## config.mk

```make
export PLATFORM = sky130hd
export DESIGN_NAME = bspline_span_and_basis_eval_core
export DESIGN_NICKNAME = d
export VERILOG_FILES = /design/src/rtl/core/bsb_pkg.sv /design/src/rtl/core/bsb_muldiv.sv /design/src/rtl/core/bspline_span_and_basis_eval_core.sv
export SDC_FILE = /design/constraint.sdc
export NUM_CORES = 2
export LEC_CHECK = 0
export BUFFER_PORTS_ARGS = -buffer_cell sky130_fd_sc_hd__buf_2
export CORE_UTILIZATION = 35
export CTS_CLUSTER_DIAMETER = 100
export DETAILED_ROUTE_END_ITERATION = 8
export SKIP_LAST_GASP = 1
export SLEW_MARGIN = 15
export SYNTH_ARGS = -nofsm -noshare
export SYNTH_HDL_FRONTEND = slang
export SYNTH_SLANG_ARGS = --single-unit
```

## constraint.sdc

```tcl
create_clock -name clk -period 12.34 [get_ports clk]
set_input_delay 2.468 -clock clk [delete_from_list [all_inputs] [get_ports clk]]
set_output_delay 2.468 -clock clk [all_outputs]
set_load 0.01 [all_outputs]
```

## src/rtl/core/bsb_pkg.sv

```systemverilog
// Package for the B-spline span and basis core: field widths, fixed sizes and codes.
// No dependencies.
package bsb_pkg;
  localparam int FRAC_BITS = 24;
  localparam int MAX_KNOTS = 64;
  localparam int IDX_W = 6;
  localparam int VAL_W = FRAC_BITS + 1;
  localparam logic FUNC_WRITE = 1'b0;
  localparam logic FUNC_EVAL  = 1'b1;
  localparam logic [IDX_W-1:0] CFG_DEGREE  = 6'd0;
  localparam logic [IDX_W-1:0] CFG_LAST_CP = 6'd1;
  typedef struct packed {
    logic start;
    logic [63:0] a;
    logic [63:0] b;
    logic [63:0] c;
  } div_req_t;
endpackage

```

## src/rtl/core/bsb_muldiv.sv

```systemverilog
// Serial unit for floor(a*b/c), one bit of b per cycle.
// Depends on bsb_pkg.
module bsb_muldiv
  import bsb_pkg::*;
#(
  parameter int W = 26
) (
  input  logic         clk,
  input  logic         rst,
  input  div_req_t     req,
  output logic         done,
  output logic [W+15:0] q
);
  localparam int BB = W + 16;
  localparam int CW = $clog2(BB + 1);
  logic [W:0] a;
  logic [W:0] c;
  logic [BB-1:0] b;
  logic [W+2:0] rem;
  logic [CW-1:0] cnt;
  logic busy;
  logic [W+2:0] r1;
  logic [W+2:0] r2;
  logic [1:0] qb;
  always_comb begin
    r1 = {rem[W+1:0], 1'b0} + (b[BB-1] ? {2'b0, a} : '0);
    qb = 2'd0;
    r2 = r1;
    if (r2 >= {2'b0, c}) begin
      r2 = r2 - {2'b0, c};
      qb = 2'd1;
    end
    if (r2 >= {2'b0, c}) begin
      r2 = r2 - {2'b0, c};
      qb = 2'd2;
    end
  end
  always_ff @(posedge clk) begin
    if (rst) begin
      busy <= 1'b0;
      done <= 1'b0;
    end else begin
      done <= 1'b0;
      if (req.start) begin
        busy <= 1'b1;
        a <= req.a[W:0];
        b <= req.b[BB-1:0];
        c <= req.c[W:0];
        rem <= '0;
        q <= '0;
        cnt <= CW'(BB);
      end else if (busy) begin
        rem <= r2;
        q <= (q << 1) + {{(BB-2){1'b0}}, qb};
        b <= b << 1;
        cnt <= cnt - 1'b1;
        if (cnt == CW'(1)) begin
          busy <= 1'b0;
          done <= 1'b1;
        end
      end
    end
  end
endmodule

```

## src/rtl/core/bspline_span_and_basis_eval_core.sv

```systemverilog
// Top level of the B-spline span and basis core.
// Depends on bsb_pkg and bsb_muldiv.
//
// A knot write is taken while the core is idle and never stalls. An
// evaluation holds stall high from acceptance until its last word enters
// the output register. It reads the knot memory at most one word a cycle:
// two end checks, a binary search of about log2(n-d+1) probes, each through
// the search, wait and compare states, a seed step, and for each degree
// step the left read, right read and wait states. Each of the d(d+1)/2
// recurrence terms takes a setup state and two serial divisions through
// one shared divider; a term with a zero denominator skips both divisions.
// Results then leave one per accepted word.
module bspline_span_and_basis_eval_core
  import bsb_pkg::*;
#(
  parameter int MAX_DEGREE = 3
) (
  input  logic             clk,
  input  logic             rst,
  input  logic             valid,
  output logic             stall,
  input  logic             func,
  input  logic [IDX_W-1:0] knot_index,
  input  logic [VAL_W-1:0] knot_value,
  input  logic [VAL_W-1:0] param_t,
  output logic             out_valid,
  input  logic             out_stall,
  output logic [IDX_W-1:0] span,
  output logic [IDX_W-1:0] basis_index,
  output logic [VAL_W-1:0] basis_value,
  output logic             last,
  input  logic             cfg_valid,
  output logic             cfg_ready,
  input  logic [IDX_W-1:0] cfg_index,
  input  logic [VAL_W-1:0] cfg_data
);
  localparam int AW = $clog2(MAX_KNOTS);
  localparam int FW = FRAC_BITS + 1;
  localparam int SW = AW + 2;
  localparam logic [FW-1:0] ONE = FW'(1) << FRAC_BITS;
  localparam int DMAX0 = (MAX_DEGREE < (MAX_KNOTS - 2) / 2) ? MAX_DEGREE
                         : (MAX_KNOTS - 2) / 2;
  localparam int DW = $clog2(MAX_DEGREE + 2);
  localparam int JW = $clog2(MAX_DEGREE + 1);
  localparam int QW = FW + 17;
  localparam logic [3:0] S_IDLE = 4'd0, S_CHK1 = 4'd1, S_CHK2 = 4'd2,
    S_CHK3 = 4'd3, S_SRCH = 4'd4, S_SWAIT = 4'd5, S_SCMP = 4'd6,
    S_LRD = 4'd7, S_RRD = 4'd8, S_RWAIT = 4'd9, S_DIV1 = 4'd10,
    S_DIV1W = 4'd11, S_DIV2W = 4'd12, S_OUT = 4'd13;

  logic [FW-1:0] kmem [MAX_KNOTS];
  logic [FW-1:0] rdata;
  logic [AW-1:0] raddr;
  logic ren;

  logic [3:0] state;
  logic [1:0] deg_r;
  logic [IDX_W-1:0] ncp_r;
  logic [DW-1:0] d;
  logic [SW-1:0] n;
  logic [FW-1:0] t;
  logic [SW-1:0] lo, hi, mid, sp;
  logic [DW-1:0] j, r, oj;
  logic [DW-1:0] r1;
  logic [JW-1:0] ri, r1i, ji, jri, oji;
  logic [FW-1:0] nb [MAX_DEGREE+1];
  logic [FW:0] lf [MAX_DEGREE+1];
  logic [FW:0] rt [MAX_DEGREE+1];
  logic [FW-1:0] saved, term;
  div_req_t dreq;
  logic ddone;
  logic [QW-1:0] dq;

  logic [SW-1:0] dc_i, nc_i, nmax;
  logic [FW-1:0] kv_sat, t_sat, qsat;
  logic [FW+1:0] denom;
  logic [FW:0] ssum;

  assign kv_sat = ({1'b0, knot_value} > {1'b0, ONE}) ? ONE
                  : knot_value[FW-1:0];
  assign t_sat = (param_t > ONE) ? ONE : param_t[FW-1:0];
  always_comb begin
    dc_i = SW'(deg_r);
    if (dc_i < SW'(1)) dc_i = SW'(1);
    if (dc_i > SW'(DMAX0)) dc_i = SW'(DMAX0);
    nmax = SW'(MAX_KNOTS - 2) - dc_i;
    nc_i = SW'(ncp_r);
    if (nc_i < dc_i) nc_i = dc_i;
    if (nc_i > nmax) nc_i = nmax;
  end
  assign r1 = r + 1'b1;
  assign ri = r[JW-1:0];
  assign r1i = r1[JW-1:0];
  assign ji = j[JW-1:0];
  assign jri = JW'(j - r);
  assign oji = oj[JW-1:0];
  assign denom = {1'b0, rt[r1i]} + {1'b0, lf[jri]};
  assign qsat = (dq > QW'(ONE)) ? ONE : dq[FW-1:0];
  assign ssum = {1'b0, saved} + {1'b0, term};

  assign stall = (state != S_IDLE);
  assign cfg_ready = 1'b1;
  assign mid = SW'(({1'b0, lo} + {1'b0, hi}) >> 1);

  always_ff @(posedge clk) begin
    if (valid && !stall && func == FUNC_WRITE && 32'(knot_index) < MAX_KNOTS)
      kmem[knot_index[AW-1:0]] <= kv_sat;
    if (ren) rdata <= kmem[raddr];
  end

  always_comb begin
    ren = 1'b1;
    raddr = '0;
    case (state)
      S_CHK1: raddr = AW'(n + 1'b1);
      S_CHK2: raddr = AW'(d);
      S_SRCH: raddr = AW'(mid);
      S_LRD:  raddr = AW'(sp + 1'b1 - SW'(j));
      S_RRD:  raddr = AW'(sp + SW'(j));
      default: ren = 1'b0;
    endcase
  end

  always_comb begin
    dreq.start = 1'b0;
    dreq.a = 64'(rt[r1i]);
    dreq.b = 64'(nb[ri]);
    dreq.c = 64'(denom);
    if (state == S_DIV1 && denom != '0) dreq.start = 1'b1;
    if (state == S_DIV1W && ddone) begin
      dreq.start = 1'b1;
      dreq.a = 64'(lf[jri]);
    end
  end

  bsb_muldiv #(.W(FW + 1)) u_div (
    .clk(clk), .rst(rst), .req(dreq), .done(ddone), .q(dq)
  );

  always_ff @(posedge clk) begin
    if (rst) begin
      state <= S_IDLE;
      deg_r <= 2'd3;
      ncp_r <= 6'd3;
      out_valid <= 1'b0;
    end else begin
      if (cfg_valid && cfg_ready) begin
        if (cfg_index == CFG_DEGREE) deg_r <= cfg_data[1:0];
        else if (cfg_index == CFG_LAST_CP) ncp_r <= cfg_data[IDX_W-1:0];
      end
      case (state)
        S_IDLE: begin
          if (valid && func == FUNC_EVAL) begin
            d <= DW'(dc_i);
            n <= nc_i;
            t <= t_sat;
            state <= S_CHK1;
          end
        end
        S_CHK1: state <= S_CHK2;
        S_CHK2: begin
          if (t >= rdata) begin
            sp <= n;
            state <= S_LRD;
          end else state <= S_CHK3;
        end
        S_CHK3: begin
          if (t <= rdata) begin
            sp <= SW'(d);
            state <= S_LRD;
          end else begin
            lo <= SW'(d);
            hi <= n + 1'b1;
            state <= S_SRCH;
          end
        end
        S_SRCH: begin
          if (hi - lo > SW'(1)) state <= S_SWAIT;
          else begin
            sp <= lo;
            state <= S_LRD;
          end
        end
        S_SWAIT: state <= S_SCMP;
        S_SCMP: begin
          if (t < rdata) hi <= mid;
          else lo <= mid;
          state <= S_SRCH;
        end
        S_LRD: begin
          if (j == DW'(0)) begin
            nb[0] <= ONE;
            j <= DW'(1);
          end else state <= S_RRD;
        end
        S_RRD: begin
          lf[ji] <= (t >= rdata) ? {1'b0, t - rdata} : '0;
          state <= S_RWAIT;
        end
        S_RWAIT: begin
          rt[ji] <= (rdata >= t) ? {1'b0, rdata - t} : '0;
          r <= '0;
          saved <= '0;
          state <= S_DIV1;
        end
        S_DIV1: begin
          if (denom == '0) begin
            nb[ri] <= saved;
            saved <= '0;
            if (r1 == j) begin
              nb[ji] <= '0;
              state <= (j == d) ? S_OUT : S_LRD;
              j <= j + 1'b1;
              oj <= '0;
            end else r <= r1;
          end else state <= S_DIV1W;
        end
        S_DIV1W: if (ddone) begin
          term <= qsat;
          state <= S_DIV2W;
        end
        S_DIV2W: if (ddone) begin
          nb[ri] <= (ssum > {1'b0, ONE}) ? ONE : ssum[FW-1:0];
          saved <= qsat;
          if (r1 == j) begin
            nb[ji] <= qsat;
            state <= (j == d) ? S_OUT : S_LRD;
            j <= j + 1'b1;
            oj <= '0;
          end else begin
            r <= r1;
            state <= S_DIV1;
          end
        end
        S_OUT: begin
          if (!out_valid || !out_stall) begin
            out_valid <= 1'b1;
            span <= IDX_W'(sp);
            basis_index <= IDX_W'(sp - SW'(d) + SW'(oj));
            basis_value <= VAL_W'(nb[oji]);
            last <= (oj == d);
            oj <= oj + 1'b1;
            if (oj == d) state <= S_IDLE;
          end
        end
        default: state <= S_IDLE;
      endcase
      if (state == S_IDLE && valid) j <= '0;
      if (out_valid && !out_stall && state != S_OUT) out_valid <= 1'b0;
    end
  end
endmodule

```

### Word-level counts from Yosys, hierarchy flattened

Memories as Yosys holds them, arrays and structs flattened. A register that Yosys moved wholly into a read port is not among the register bits.
Index checks and enable logic that the tools add are counted.

| operators by class | value |
|---|---|
| equal/unequal tests | 36 |
| bitwise gates (word level) | 6 |
| mux-type cells | 103 |
| $add $sub $neg | 22 |
| order comparisons | 15 |
| reduce and logical (&&, ||, !) cells | 43 |

Operators with widths:

| kind | number |
|---|---|
| 2-to-1 mux 25 bit | 11 |
| 2-to-1 mux 42 bit | 2 |
| one-hot mux 25 bit (3 select lines) | 1 |
| 2-to-1 mux 65 bit | 1 |
| >= comparator 29 x 27 -> 1 bit | 2 |
| 2-to-1 mux 28 bit | 2 |
| one-hot mux 4 bit (14 select lines) | 1 |
| >= comparator 25 bit | 2 |
| > comparator 25 bit, second input constant | 2 |
| subtractor 25 bit | 2 |
| adder 42 x 2 -> 42 bit | 1 |
| > comparator 42 x 25 -> 1 bit, second input constant | 1 |
| 2-to-1 mux 4 bit | 10 |
| 2-to-1 mux 8 bit | 5 |
| 2-to-1 mux 1 bit | 37 |
| 2-to-1 mux 3 bit | 12 |
| one-hot mux 8 bit (2 select lines) | 2 |
| 2-to-1 mux 6 bit | 5 |
| one-hot mux 6 bit (5 select lines) | 1 |
| adder 29 x 27 -> 29 bit | 1 |
| 2-to-1 mux 29 bit | 1 |
| subtractor 29 x 27 -> 29 bit | 1 |
| subtractor 28 x 27 -> 28 bit | 1 |
| adder 26 x 26 -> 27 bit | 1 |
| 57 further kinds | 120 |

| storage, ports and cells | value |
|---|---|
| RAM bits | 1900 |
| input port bits | 93 |
| register bits after elaboration | 317 |
| memories kept | 4 |
| word-level logic and storage cells | 256 |
| output and inout port bits | 41 |

Memories:

| memory | words | width | rd ports | clocked after Yosys merged registers in | wr ports | line | text |
|---|---|---|---|---|---|---|---|
| kmem | 64 | 25 | 1 | 1 | 1 | bspline_span_and_basis_eval_core.sv:51 | `logic [FW-1:0] kmem [MAX_KNOTS];` |
| lf | 4 | 25 | 1 | 0 | 1 | bspline_span_and_basis_eval_core.sv:67 | `logic [FW:0] lf [MAX_DEGREE+1];` |
| nb | 4 | 25 | 2 | 2 | 2 | bspline_span_and_basis_eval_core.sv:66 | `logic [FW-1:0] nb [MAX_DEGREE+1];` |
| rt | 4 | 25 | 1 | 0 | 1 | bspline_span_and_basis_eval_core.sv:68 | `logic [FW:0] rt [MAX_DEGREE+1];` |

### Logic depth before layout (Yosys ltp)

An unclocked memory read counts as a cell.

| logic depth | value |
|---|---|
| word-level depth | 11 |
| mapped depth | 47 |
| depth with buffers taken out | 43 |

### Modules after synthesis

From an unflattened synthesis, not the netlist that was laid out.

| unflattened totals | value |
|---|---|
| cell total of the unflattened synthesis | 8045 |
| area, all modules | 104499.0 µm² |

Modules (own cells, without submodules):

| module | sequential area each (µm²) | times used | area each (µm²) | cells each |
|---|---|---|---|---|
| bspline_span_and_basis_eval_core | 62670.1 | 1 | 92548.8 | 6885 |
| bsb_muldiv | 5205.0 | 1 | 11950.2 | 1160 |

### Worst setup path before layout

No wires, ideal clock.

| timing | value |
|---|---|
| path type | reg2reg |
| start point | register j[0] |
| end point | register u_div.b[0] (enable) |
| period minus slack after synthesis | 11.096 ns |
| required time | 11.707 ns |
| buffers on the path | 3 |
| data arrival time | 10.463 ns |
| path slack | 1.244 ns |
| cell stages (with the launch flop) | 21 |
| setup time | 0.633 ns |
| cells stage by stage | edfxtp_1 > inv_1 > ha_1 > clkbuf_1 > clkbuf_1 > mux4_2 > ha_1 > inv_1 > fa_1 > nand2b_1 > a21bo_2 > a2111oi_4 > o311ai_0 > a21oi_1 > a2bb2oi_1 > nor4_2 > nand4b_1 > and2_1 > nor2_2 > buf_2 > a21oi_1 |

| between the ends | value |
|---|---|
| cells in the longest elaborated chain, start to end | 9 |

RTL lines:

| item | line | text |
|---|---|---|
| start, declared | bspline_span_and_basis_eval_core.sv:63 | `logic [DW-1:0] j, r, oj;` |
| start signal, assigned | bspline_span_and_basis_eval_core.sv:213 | `j <= j + 1'b1;` |
| start signal, assigned | bspline_span_and_basis_eval_core.sv:228 | `j <= j + 1'b1;` |
| subtractor 2 bit | bspline_span_and_basis_eval_core.sv:95 | `assign jri = JW'(j - r);` |
| memory read (4 x 25 bit) | - |  |
| adder 26 x 26 -> 27 bit | bspline_span_and_basis_eval_core.sv:97 | `assign denom = {1'b0, rt[r1i]} + {1'b0, lf[jri]};` |
| named net denom[20] | bspline_span_and_basis_eval_core.sv:76 | `logic [FW+1:0] denom;` |
| nonzero test 27 bit | bspline_span_and_basis_eval_core.sv:129 | `if (state == S_DIV1 && denom != '0) dreq.start = 1'b1;` |
| logical AND 1 bit | bspline_span_and_basis_eval_core.sv:129 |  |
| 2-to-1 mux 1 bit | bspline_span_and_basis_eval_core.sv:129 |  |
| 2-to-1 mux 65 bit | bspline_span_and_basis_eval_core.sv:130 | `if (state == S_DIV1W && ddone) begin` |
| nonzero test 2 bit (no line) | - |  |
| AND reduction 2 bit (no line) | - |  |
| end signal, assigned | bsb_muldiv.sv:47 | `b <= req.b[BB-1:0];` |
| end signal, assigned | bsb_muldiv.sv:55 | `b <= b << 1;` |
| end, declared | bsb_muldiv.sv:18 | `logic [BB-1:0] b;` |

The timed path passes the listed nets, and every way through them passes these cells.
A chain may end at the register's enable or synchronous reset.

### Final worst setup path

| timing | value |
|---|---|
| start point | register u_div.b[41] |
| end point | register u_div.q[39] (data pin) |

| between the ends | value |
|---|---|
| cells in the longest elaborated chain, start to end | 8 |
| elaborated cells on any way between the ends | 10 |
| those cells by class | add/sub (3); order compare (2); mux (5) |

RTL lines:

| item | line | text |
|---|---|---|
| 2-to-1 mux 27 bit * | bsb_muldiv.sv:26 | `r1 = {rem[W+1:0], 1'b0} + (b[BB-1] ? {2'b0, a} : '0);` |
| adder 29 x 27 -> 29 bit * | bsb_muldiv.sv:26 |  |
| subtractor 29 x 27 -> 29 bit or >= comparator 29 x 27 -> 1 bit (tied branches) | bsb_muldiv.sv:30, bsb_muldiv.sv:29 |  |
| 2-to-1 mux 29 bit | bsb_muldiv.sv:29 | `if (r2 >= {2'b0, c}) begin` |
| >= comparator 29 x 27 -> 1 bit | bsb_muldiv.sv:33 | `if (r2 >= {2'b0, c}) begin` |
| 2-to-1 mux 2 bit * | bsb_muldiv.sv:33 |  |
| adder 42 x 2 -> 42 bit * | bsb_muldiv.sv:54 | `q <= (q << 1) + {{(BB-2){1'b0}}, qb};` |
| 2-to-1 mux 42 bit * | bsb_muldiv.sv:52 | `end else if (busy) begin` |
| end signal, assigned | bsb_muldiv.sv:54 |  |
| end, declared | bsb_muldiv.sv:12 | `output logic [W+15:0] q` |

Mark *: on every way between the ends. The rest lies on a longest branch, timed or not. The select of a mux whose other input is x is not followed.

==> key figures <==
Outcome
  • Outcome: completed

Setup path
  • Critical path class: register to register
  • Crit path to: u_div.q[39]
  • Startpoint types: register
  • CP endpoint kind: register
  • CP arrival: 11,690 ps
  • Crit path max fanout: 26
  • Critical path's slowest cell: edfxtp_1
  • RR Startpoint: u_div.b[41]
  • R2R depth: 43
  • Critical path startpoint: u_div.b[41]
  • Reg-to-reg endpoint: u_div.q[39]
  • Max incr delay on CP: 660 ps
  • WP data required: 12,860 ps
  • R2r setup slk: 1180 ps
  • Critical Path Most Common Cell: a21o_1

Synth
  • Cells after synthesis: 8,054
  • Simple-gate portion of the synthesized area: 0.111
  • Predominant post-synthesis flop cell: edfxtp_1
  • Synthesized area per cell: 12.9 um2
  • Largest family of logic cells by synthesized area: compound AO/OA/AOI/OAI gates
  • Number of synthesized flops with an enable pin: 2,246
  • Share of the synthesized area in the top cell type: 0.649
  • Post-Synth XOR/XNOR Area: 0.0190
  • Mapped Area: 104,000 um2
  • Synth Area in Compound Gates: 0.124
  • Most frequent cells after synthesis: 2,246 x edfxtp_1, 1,247 x nand2_1, 524 x a211oi_1
  • Post-synthesis sequential area ratio: 0.652
  • Synth Area in Adders: 0.0295
  • Synthesized flop and latch total: 2,263
  • FFs w/ async S/R, synth: 0
  • Largest area contributor in the netlist: edfxtp_1
  • Synth cell types: 100
  • Ys Warns: 0
  • Multiplexer share of the synthesized area: 0.0378
  • Most numerous cell in the Yosys netlist: edfxtp_1
  • Post-Syn Nets: 8,384
  • Largest cells by area after synthesis: edfxtp_1 65%, nand2_1 4.5%, a211oi_1 3.8%

Layout
  • Fraction of final layout cells sized beyond drive strength 1: 0.110
  • Filler cells: 27,500
  • Nets: 8,385
  • Area delta synth->final: 12.0%

Global route
  • GRT Util Overall: 0.179
  • Initial antenna violation count: 11
  • Congestion Overflow GR: 0
  • Global-route wire length before repair: 411,000 um
  • Largest net degree at the start of global routing: 170
  • Vias in the first global route: 64,700

Pwr
  • Leak: 38.6 nW
  • Proportion of power drawn by flip-flops and latches: 0.397
  • PD cells: 192 nW/um2
  • P_sw: 7.64 mW
  • Maximum vdd drop: 161 uV
  • Combinational share of power: 0.301
  • Switching portion of total power: 0.342
  • Clk pwr share: 0.302
  • Internal power: 14.7 mW

Job
  • Max-cap violations: 0

Placed design
  • PortBufs: 113
  • Setup slack after placement: 989 ps
  • Placer Congestion: 0.874
  • Placed wire-length estimate: 163,000 um

Detailed routing
  • Detailed Route Iter0 Violations: 6,509
  • WL/cell: 22.7 um
  • Final ANT Viol Nets: 0
  • Final wirelength: 275,000 um
  • Drt pass-1 iters: 6
  • Total number of vias: 66,500
  • Routed vias/inst: 5.47
  • DRC viols: 0

STA
  • Worst-margin pin slew: 1200 ps
  • Hold slack: 500 ps
  • Final setup violation count: 0
  • Fin crit share: 0.904
  • Relative slew margins: 0.197
  • Hold Violations, Final: 0
  • Tmin final: 11,160 ps
  • Final WS setup: 1180 ps
  • Max frequency: 89.6 MHz
  • Worst Clk Skew: 132 ps
  • Final setup TNS: 0 ps
  • Max-slew violation count: 0
  • RSZ-0062 raised after global routing: false

Die
  • Initial core utilization: 0.353
  • FP Rows: 199
  • Core outline area: 295,000 um2
  • Total die area: 299,000 um2
  • Die Y: 547 um
  • Horiz. Die Dim: 547 um
  • # IOs: 134

Clocking
  • Clock buffer depth: 4
  • Worst-path clk slew: 60 ps
  • Worst skew pair latency: 930 ps
  • Root Buffer: clkbuf_16
  • Inserted Clock Buffers: 232
  • Clk sinks: 2,263
  • H-tree depth: 4
  • CTS tree: built
  • Hold-fix buffers, CTS: 0

Hold path
  • Hold WC Path Type: register to register
[power groups by stage]
stage               Clock [mW]  Sequential (mW)  Combinational (mW)
finish                    6.75             8.86                6.71
global route              7.16             8.87                7.30
CTS                       6.87             8.86                6.68
detailed placement           0             9.02                6.67
global placement             0             9.02                6.54
floorplan                    0             8.98                4.51
[routing by layer]
layer  wire (um)  track usage  vias to the layer above
met5          48            0                        -
li1            -            -                    30500
met3       18700       0.0287                      440
met2      129000        0.292                     2222
met4        7580       0.0512                        8
met1      120000        0.246                    33300
[logic make-up (layout without fill, tap and decap cells)]
group | count (synthesis) | in the layout
multiplexers | 261 | 261
AND/OR/NAND/NOR | 2537 | 2537
adder cells (fa/ha/maj) | 237 | 237
buffers and inverters | 707 | 891
other | 1 | 3
AO/OA/AOI/OAI | 1822 | 1822
XOR/XNOR | 226 | 226
flip-flops | 2263 | 2263
[final cells by class]
| type | count | area [um2] | share of cell area |
|---|---|---|---|
| Clock inverter | 112 | 995 | 0.00854 |
| Sequential cell | 2263 | 67800 | 0.582 |
| Clock buffer | 305 | 6170 | 0.0530 |
| Antenna cell | 2 | 5.00 | 0.0000430 |
| Tap cell | 3919 | 4900 | 0.0421 |
| Multi-Input combinational cell | 5084 | 33900 | 0.291 |
| Inverter | 195 | 734 | 0.00631 |
| Timing Repair Buffer | 279 | 1930 | 0.0166 |
[per-stage QoR]
| stage | instances | power (mW) | cell area (um2) | utilization |
|---|---|---|---|---|
| 6_report | 12200 | 22.3 | 116000 | 0.395 |
| 5_1_grt | 12200 | 23.3 | 116000 | 0.395 |
| 4_1_cts | 12200 | 22.4 | 116000 | 0.395 |
| 3_5_place_dp | 11700 | 15.7 | 109000 | 0.371 |
| 3_3_place_gp | 11700 | 15.6 | 109000 | 0.371 |
| 2_1_floorplan | 8054 | 13.5 | 104000 | - |
[placed cells by master (no fill, tap or decap), types with 22 or more instances in the layout]
master	instances
edfxtp_1	2246
a211oi_1	523
mux4_2	100
nand2_1	1247
inv_1	192
a311o_1	72
nand2b_1	22
ha_1	223
a21oi_1	317
nor4_1	37
nor2_1	399
a311oi_1	177
a31oi_1	190
o21ai_0	127
clkinv_2	46
xor2_1	83
xnor2_1	142
nor2_2	67
o21bai_1	42
buf_4	156
nor2b_1	38
and2_1	139
clkbuf_16	234
nor3_1	37
clkinv_1	36
nand4_1	35
and3_1	28
a21o_1	92
a221oi_1	25
mux2_2	33
nand3_1	112
o211ai_1	71
clkbuf_1	66
buf_2	113
o21a_1	28
and2_0	270
mux2i_1	106
mux2_1	22
[repair_timing]
item,in CTS,in global routing
setup buffers,0,0
gates resized for setup,0,1
setup endpoints to repair,0,1
[worst min path at each step]
stage / startpoint / to / slack [ps] / cells after the start
after detailed placement: deg_r[1] / d[1] / 480 / 0
after floorplan: u_div.busy / u_div.done / 440 / 2
final: out_valid / out_valid / 500 / 2
after global routing: ncp_r[3] / n[3] / 510 / 0
after CTS: out_valid / out_valid / 500 / 2
after global placement: u_div.busy / u_div.busy / 470 / 2
[flip-flops by register name, indices dropped and copies added (netlist names), 8 cells and up, named ones only]
name / flops
lo: 8
nb: 100
rt: 100
term: 25
lf: 100
u_div.a: 25
rdata: 25
kmem: 1600
basis_value: 25
u_div.b: 42
u_div.q: 42
u_div.c: 26
t: 25
hi: 8
saved: 25
u_div.rem: 28
[critical path, delay by kind of cell, from the launching register on]
kind | cells | cell delay [ps]
AND/OR/NAND/NOR | 16 | 3370
adder cells (fa/ha/maj) | 6 | 1860
flip-flops | 1 | 660
AO/OA/AOI/OAI | 17 | 4000
XOR/XNOR | 2 | 350
buffers and inverters | 1 | 150
multiplexers | 1 | 400
Power figures use the tool's default switching activity.
